### src/mexp_pkg.sv
// Shared types and constants for the modular exponentiation block.
package mexp_pkg;

    localparam int OPERAND_BITS = 31;
    localparam int CNT_W        = $clog2(OPERAND_BITS + 1);
    localparam int EXT_W        = OPERAND_BITS + 2;   // holds 2*acc + x < 3*m

    typedef logic [OPERAND_BITS-1:0] t_operand;
    typedef logic [CNT_W-1:0]        t_count;

    typedef enum logic [2:0] {
        ST_IDLE,
        ST_RED_BASE,
        ST_SQUARE,
        ST_MULT,
        ST_DONE
    } t_state;

    // request into the shared multiply-reduce unit
    typedef struct packed {
        logic     start;
        t_operand x;
        t_operand y;
        t_operand m;
    } t_mm_req;

    // status back from the unit
    typedef struct packed {
        logic busy;
        logic done;
    } t_mm_stat;

endpackage

### src/mexp_mulmod.sv
// Iterative shift-and-add modular multiplier, one multiplier bit per cycle.
module mexp_mulmod import mexp_pkg::*; (
    input  logic     i_clk,
    input  logic     i_rst_n,
    input  t_mm_req  i_req,
    output t_mm_stat o_stat,
    output t_operand o_product
);

    t_operand r_acc, r_x, r_y, r_m;
    t_operand n_acc;
    t_count   r_cnt;
    logic     r_busy, r_done;

    logic [EXT_W-1:0] w_sum, w_m1, w_m2, w_d1, w_d2;

    // t = 2*acc + bit*x, then subtract m or 2m to bring it back below m
    always_comb begin
        w_sum = {1'b0, r_acc, 1'b0} + (r_y[OPERAND_BITS-1] ? {2'b00, r_x} : '0);
        w_m1  = {2'b00, r_m};
        w_m2  = {1'b0, r_m, 1'b0};
        w_d1  = w_sum - w_m1;
        w_d2  = w_sum - w_m2;
        if (w_sum >= w_m2) begin
            n_acc = w_d2[OPERAND_BITS-1:0];
        end else if (w_sum >= w_m1) begin
            n_acc = w_d1[OPERAND_BITS-1:0];
        end else begin
            n_acc = w_sum[OPERAND_BITS-1:0];
        end
    end

    always_ff @(posedge i_clk) begin
        if (!i_rst_n) begin
            r_busy <= 1'b0;
            r_done <= 1'b0;
            r_cnt  <= '0;
        end else begin
            r_done <= 1'b0;
            if (i_req.start) begin
                r_busy <= 1'b1;
                r_cnt  <= t_count'(OPERAND_BITS);
            end else if (r_busy) begin
                r_cnt <= r_cnt - t_count'(1);
                if (r_cnt == t_count'(1)) begin
                    r_busy <= 1'b0;
                    r_done <= 1'b1;
                end
            end
        end
    end

    always_ff @(posedge i_clk) begin
        if (i_req.start) begin
            r_acc <= '0;
            r_x   <= i_req.x;
            r_y   <= i_req.y;
            r_m   <= i_req.m;
        end else if (r_busy) begin
            r_acc <= n_acc;
            r_y   <= {r_y[OPERAND_BITS-2:0], 1'b0};
        end
    end

    assign o_stat.busy = r_busy;
    assign o_stat.done = r_done;
    assign o_product   = r_acc;

endmodule

### src/modular_exponentiation.sv
// Each transaction with a nonzero modulus takes 1 + N + popcount(exponent) products,
//   N = OPERAND_BITS; every product runs on the one bit-serial multiply-reduce unit.
// Flow: one transaction at a time; o_stall
//   stays high from acceptance until the result transaction has been taken.
// Reset: synchronous, active low; returns the sequencer and the multiplier to idle.
// Zero modulus goes straight to the done state and returns 0 without using the multiplier.
module modular_exponentiation import mexp_pkg::*; (
    input  logic     i_clk,
    input  logic     i_rst_n,
    // input channel
    input  logic     i_valid,
    output logic     o_stall,
    input  t_operand i_base,
    input  t_operand i_exponent,
    input  t_operand i_modulus,
    // output channel
    output logic     o_valid,
    input  logic     i_stall,
    output t_operand o_power_mod
);

    t_state   r_state, n_state;

    // working registers: exponent shifts left so its MSB is the current bit
    t_operand r_e, n_e;
    t_operand r_base, n_base;     // base reduced mod m
    t_operand r_m, n_m;
    t_operand r_r, n_r;           // partial result
    t_count   r_k, n_k;           // exponent bits still to process

    t_mm_req  w_req;
    t_mm_stat w_stat;
    t_operand w_prod;

    logic     w_in_acc, w_out_acc;
    t_operand w_one;

    // shared multiply-reduce unit: every product goes through it
    mexp_mulmod u_mulmod (
        .i_clk     (i_clk),
        .i_rst_n   (i_rst_n),
        .i_req     (w_req),
        .o_stat    (w_stat),
        .o_product (w_prod)
    );

    assign w_in_acc  = i_valid && !o_stall;
    assign w_out_acc = o_valid && !i_stall;
    // 1 mod m: zero when the modulus is one
    assign w_one     = (i_modulus == t_operand'(1)) ? '0 : t_operand'(1);

    // next state
    always_comb begin
        n_state = r_state;
        unique case (r_state)
            ST_IDLE: begin
                if (w_in_acc) begin
                    n_state = (i_modulus == '0) ? ST_DONE : ST_RED_BASE;
                end
            end
            ST_RED_BASE: begin
                if (w_stat.done) begin
                    n_state = ST_SQUARE;
                end
            end
            ST_SQUARE: begin
                if (w_stat.done) begin
                    if (r_e[OPERAND_BITS-1]) begin
                        n_state = ST_MULT;
                    end else if (r_k == t_count'(1)) begin
                        n_state = ST_DONE;
                    end
                end
            end
            ST_MULT: begin
                if (w_stat.done) begin
                    n_state = (r_k == t_count'(1)) ? ST_DONE : ST_SQUARE;
                end
            end
            ST_DONE: begin
                if (w_out_acc) begin
                    n_state = ST_IDLE;
                end
            end
            default: n_state = ST_IDLE;
        endcase
    end

    // outputs and multiplier requests
    always_comb begin
        o_stall     = (r_state != ST_IDLE);
        o_valid     = (r_state == ST_DONE);
        o_power_mod = r_r;
        w_req.start = 1'b0;
        w_req.x     = w_prod;
        w_req.y     = w_prod;
        w_req.m     = r_m;
        unique case (r_state)
            ST_IDLE: begin
                // base mod m, formed as (1 mod m) * base
                w_req.start = w_in_acc && (i_modulus != '0);
                w_req.x     = w_one;
                w_req.y     = i_base;
                w_req.m     = i_modulus;
            end
            ST_RED_BASE: begin
                // first square of the partial result, which is still 1 mod m
                w_req.start = w_stat.done;
                w_req.x     = r_r;
                w_req.y     = r_r;
            end
            ST_SQUARE: begin
                if (r_e[OPERAND_BITS-1]) begin
                    w_req.start = w_stat.done;
                    w_req.y     = r_base;
                end else begin
                    w_req.start = w_stat.done && (r_k != t_count'(1));
                end
            end
            ST_MULT: begin
                w_req.start = w_stat.done && (r_k != t_count'(1));
            end
            ST_DONE: begin
            end
            default: begin
            end
        endcase
    end

    // working register updates
    always_comb begin
        n_e    = r_e;
        n_base = r_base;
        n_m    = r_m;
        n_r    = r_r;
        n_k    = r_k;
        case (r_state)
            ST_IDLE: begin
                if (w_in_acc) begin
                    n_e = i_exponent;
                    n_m = i_modulus;
                    n_r = (i_modulus == '0) ? '0 : w_one;
                    n_k = t_count'(OPERAND_BITS);
                end
            end
            ST_RED_BASE: begin
                if (w_stat.done) begin
                    n_base = w_prod;
                end
            end
            ST_SQUARE: begin
                if (w_stat.done) begin
                    n_r = w_prod;
                    if (!r_e[OPERAND_BITS-1]) begin
                        n_e = {r_e[OPERAND_BITS-2:0], 1'b0};
                        n_k = r_k - t_count'(1);
                    end
                end
            end
            ST_MULT: begin
                if (w_stat.done) begin
                    n_r = w_prod;
                    n_e = {r_e[OPERAND_BITS-2:0], 1'b0};
                    n_k = r_k - t_count'(1);
                end
            end
            default: begin
            end
        endcase
    end

    always_ff @(posedge i_clk) begin
        if (!i_rst_n) begin
            r_state <= ST_IDLE;
            r_k     <= '0;
        end else begin
            r_state <= n_state;
            r_k     <= n_k;
        end
    end

    always_ff @(posedge i_clk) begin
        r_e    <= n_e;
        r_base <= n_base;
        r_m    <= n_m;
        r_r    <= n_r;
    end

    // the sequencer never restarts the multiplier while it is still iterating
    a_no_start_busy: assert property (@(posedge i_clk) disable iff (!i_rst_n)
        w_req.start |-> !w_stat.busy)
        else $error("multiplier restarted while busy");

    // a finished product only shows up while a product is being waited for
    a_done_in_compute: assert property (@(posedge i_clk) disable iff (!i_rst_n)
        w_stat.done |-> (r_state == ST_RED_BASE || r_state == ST_SQUARE ||
                         r_state == ST_MULT))
        else $error("multiplier done outside a compute state");

    // every result with a nonzero modulus is fully reduced
    a_result_reduced: assert property (@(posedge i_clk) disable iff (!i_rst_n)
        (o_valid && r_m != '0) |-> (o_power_mod < r_m))
        else $error("result not reduced below modulus");

    // an accepted transaction leaves the input side stalled straight after its acceptance
    a_stall_after_accept: assert property (@(posedge i_clk) disable iff (!i_rst_n)
        w_in_acc |=> o_stall)
        else $error("input not stalled after acceptance");

endmodule

### config.mk
export PLATFORM = sky130hd
export DESIGN_NAME = modular_exponentiation
export DESIGN_NICKNAME = d
export VERILOG_FILES = /design/src/mexp_pkg.sv /design/src/mexp_mulmod.sv /design/src/modular_exponentiation.sv
export SDC_FILE = /design/constraint.sdc
export NUM_CORES = 1
export LEC_CHECK = 0
export ABC_AREA = 1
export BUFFER_PORTS_ARGS = -buffer_cell sky130_fd_sc_hd__buf_2
export CAP_MARGIN = 20
export CORE_MARGIN = 10
export CORE_UTILIZATION = 56
export CTS_CLUSTER_DIAMETER = 50
export DETAILED_ROUTE_END_ITERATION = 7
export HOLD_SLACK_MARGIN = 0.03
export PLACE_DENSITY = 0.9
export RECOVER_POWER = 25
export SLEW_MARGIN = 20
export SYNTH_ARGS = -nofsm -noshare
export SYNTH_HDL_FRONTEND = slang
export SYNTH_SLANG_ARGS = --single-unit
### constraint.sdc
create_clock -name i_clk -period 5.2 [get_ports i_clk]
set_input_delay 1.56 -clock i_clk [delete_from_list [all_inputs] [get_ports i_clk]]
set_output_delay 1.56 -clock i_clk [all_outputs]
set_load 0.03 [all_outputs]
==> reports/qor.yml <==
timing:
  slew-limit-headroom: -0.3595
  finalCritPeriodShare: 0.9412
  finalMaxSlewViolations: 140
  worstMarginPinSlew_ps: 2039
  hold_ws_ps: 502.3
  fmax_mhz: 204.3
  fin_skew_ps: 31.17
  tns_ps: 0
  fin_crit_ps: 4894
  fin_ws_ps: 305.6
  hold_viol: 0
  setup_viol: 0
route:
  detail_route.drc_violations: 0
  drtIter0Drc: 1810
  drt-total-wl_um: 58560
  vias: 16380
  drt_pass1_iterations: 6
  vias_per_cell: 5.821
  route.antenna.remaining_nets: 0
  wl_per_cell_um: 20.81
setup_path:
  cpLargestDelayFamily: "simple AND/OR/NAND/NOR gates"
  critPathRequiredTime_ps: 5620
  critPathMaxStageDelay_ps: 470
  path_buf_inv: 4
  cpMostUsedCell: "nand2_1"
  critPathLaunchType: "flip-flop"
  worst_ep_arrival_time_ps: 5310
  cp_max_fo: 11
  cp_slowest_cell: "edfxtp_1"
  crit_type: "reg2reg"
  cp-end-kind: "flip-flop"
synthesis:
  synth.top_cells.by_count: "659 x nand2_1, 299 x inv_1, 217 x edfxtp_1, 177 x nor2_1, 154 x a21oi_1"
  synth-edff-count: 217
  synth_top_area_share: 0.3750
  syn-num-nets: 2455
  yosysMostFrequentCell: "nand2_1"
  async_reset_ff_frac: 0
  ys.flop_type: "edfxtp_1"
  yosysTopAreaCell: "edfxtp_1"
  synth.ff_latch_count: 263
  netlist_instances: 2259
  synth_area_per_cell_um2: 7.693
  yosysWarnings: 0
  ys_types: 48
  syn-cell-area_um2: 17380
  yosys-top-cells-area: "edfxtp_1 37%, nand2_1 14%, ha_1 6.9%"
  yosysSeqAreaShare: 0.4280
grt:
  grt_remaining_overflow: 0
  antenna_found_initial: 1
  first_global_vias: 15640
  grt_first_pass_wirelength_um: 89400
  grt_use_total: 0.2940
  grt_max_degree: 70
floorplan:
  core_um2: 30590
  start_util: 0.5681
  ios: 130
  fp.dieW_um: 196.2
  placementRows: 64
  die_y_um: 196.2
  die-area_um2: 38480
finish:
  syn_to_final_growth_pct: 12.50
  drive_gt1_frac: 0.08399
  nets: 2591
cts:
  cts_hold_buffers: 0
  insertion_delay_ps: 530
  clock_path_buffers: 3
  cts_made_buffers: 34
  htreeDepth: 2
  tritoncts: "built"
  cts.sinks: 263
  cts_root_buf: "clkbuf_16"
  clk_pin_slew_ps: 60
outcome:
  outcome: "complete, but fails checks"
  violations: "capacitance limit, slew limit"
place:
  portBuffers: 129
  place_ws_ps: 148.2
  dp_hpwl_um: 45930
  place_congestion: 1.010
hold_path:
  hp-class: "reg2reg"
job:
  drv_cap: 4
==> timing repair <==
item | CTS | global route
resized for setup | 0 | 14
buffers inserted | 0 | 2
setup endpoints to repair | 0 | 31
endpoints found under the hold margin | 0 | 0
==> layout make-up <==
| class | count | area [um^2] |
|---|---|---|
| multi-input combinational | 1625 | 8551 |
| fill | 2617 | 11040 |
| tap | 396 | 495.5 |
| clock inverter | 16 | 128.9 |
| sequential | 263 | 7437 |
| antenna | 1 | 2.502 |
| clock buffer | 42 | 902.1 |
| inverter | 308 | 1159 |
| timing repair buffer | 163 | 874.6 |
==> worst reg2reg max path: cells and delay by family (launching register included) <==
kind | cells | cell delay (ps)
buffers and inverters | 4 | 450
adder cells (fa/ha/maj) | 3 | 1010
AO/OA/AOI/OAI | 2 | 440
XOR/XNOR | 1 | 210
flip-flops | 1 | 470
AND/OR/NAND/NOR | 19 | 2220
==> placed cells by master (no fill, tap or decap), drive strengths merged, types with 10 or more instances in the layout <==
cell	netlist	routed
dfxtp	46	46
buf	24	130
a221oi	30	30
o21ai	186	186
edfxtp	217	217
nand2	663	663
o21bai	14	14
ha	96	96
xor2	52	52
nand3b	10	10
nand3	113	113
nand4	18	18
inv	307	314
nor2	181	181
xnor2	23	23
clkbuf	39	75
a21oi	155	155
a21o	13	13
nor4	11	11
nor3	19	19
==> through the flow <==
step	area, um^2	cells	utilization
floorplan	17380	2259	-
global placement	18540	2753	0.6059
detailed placement	18540	2753	0.6059
CTS	19570	2811	0.6396
global route	19550	2813	0.6390
finish	19550	2814	0.6391
==> state kept, by name (all words and copies together), names as in the netlist <==
signal / flops
r_m: 31
r_k: 5
o_power_mod: 31
r_base: 31
u_mulmod.r_m: 31
u_mulmod.r_done: 1
u_mulmod.o_product: 31
u_mulmod.r_cnt: 5
u_mulmod.r_y: 31
u_mulmod.r_x: 31
r_state: 3
u_mulmod.r_busy: 1
r_e: 31
==> per-layer routing <==
metal  wire length (um)  global-route usage  up-vias
li1                   -                   -     7801
met1              24900              0.3950     7632
met5                  8                   0        -
met2              27620              0.4853      826
met4               1599             0.08201        2
met3               4430             0.04109      120
==> final timing paths <==
kind	start	to	slack (ps)	cells past startpoint
setup / recovery	u_mulmod.r_y[30]$_DFFE_PP_	u_mulmod.o_product[27]$_SDFFE_PP0P_	310	29
hold / removal	u_mulmod.r_cnt[1]$_SDFFE_PN0P_	u_mulmod.r_cnt[1]$_SDFFE_PN0P_	500	2
hold reg to reg	u_mulmod.r_cnt[1]$_SDFFE_PN0P_	u_mulmod.r_cnt[1]$_SDFFE_PN0P_	500	2
setup reg to reg	u_mulmod.r_y[30]$_DFFE_PP_	u_mulmod.o_product[27]$_SDFFE_PP0P_	310	29
==> cells by family after synthesis <==
| kind of cell | Yosys count | share of synthesized area |
|---|---|---|
| buffers and inverters | 371 | 0.08280 |
| AO/OA/AOI/OAI | 432 | 0.1400 |
| XOR/XNOR | 75 | 0.03780 |
| adder cells (fa/ha/maj) | 99 | 0.07258 |
| AND/OR/NAND/NOR | 1019 | 0.2388 |
| flip-flops | 263 | 0.4280 |
Power is left out: the tool's default activity adds up to more than one toggle a clock period on the data nets, which glitch-free logic cannot reach.
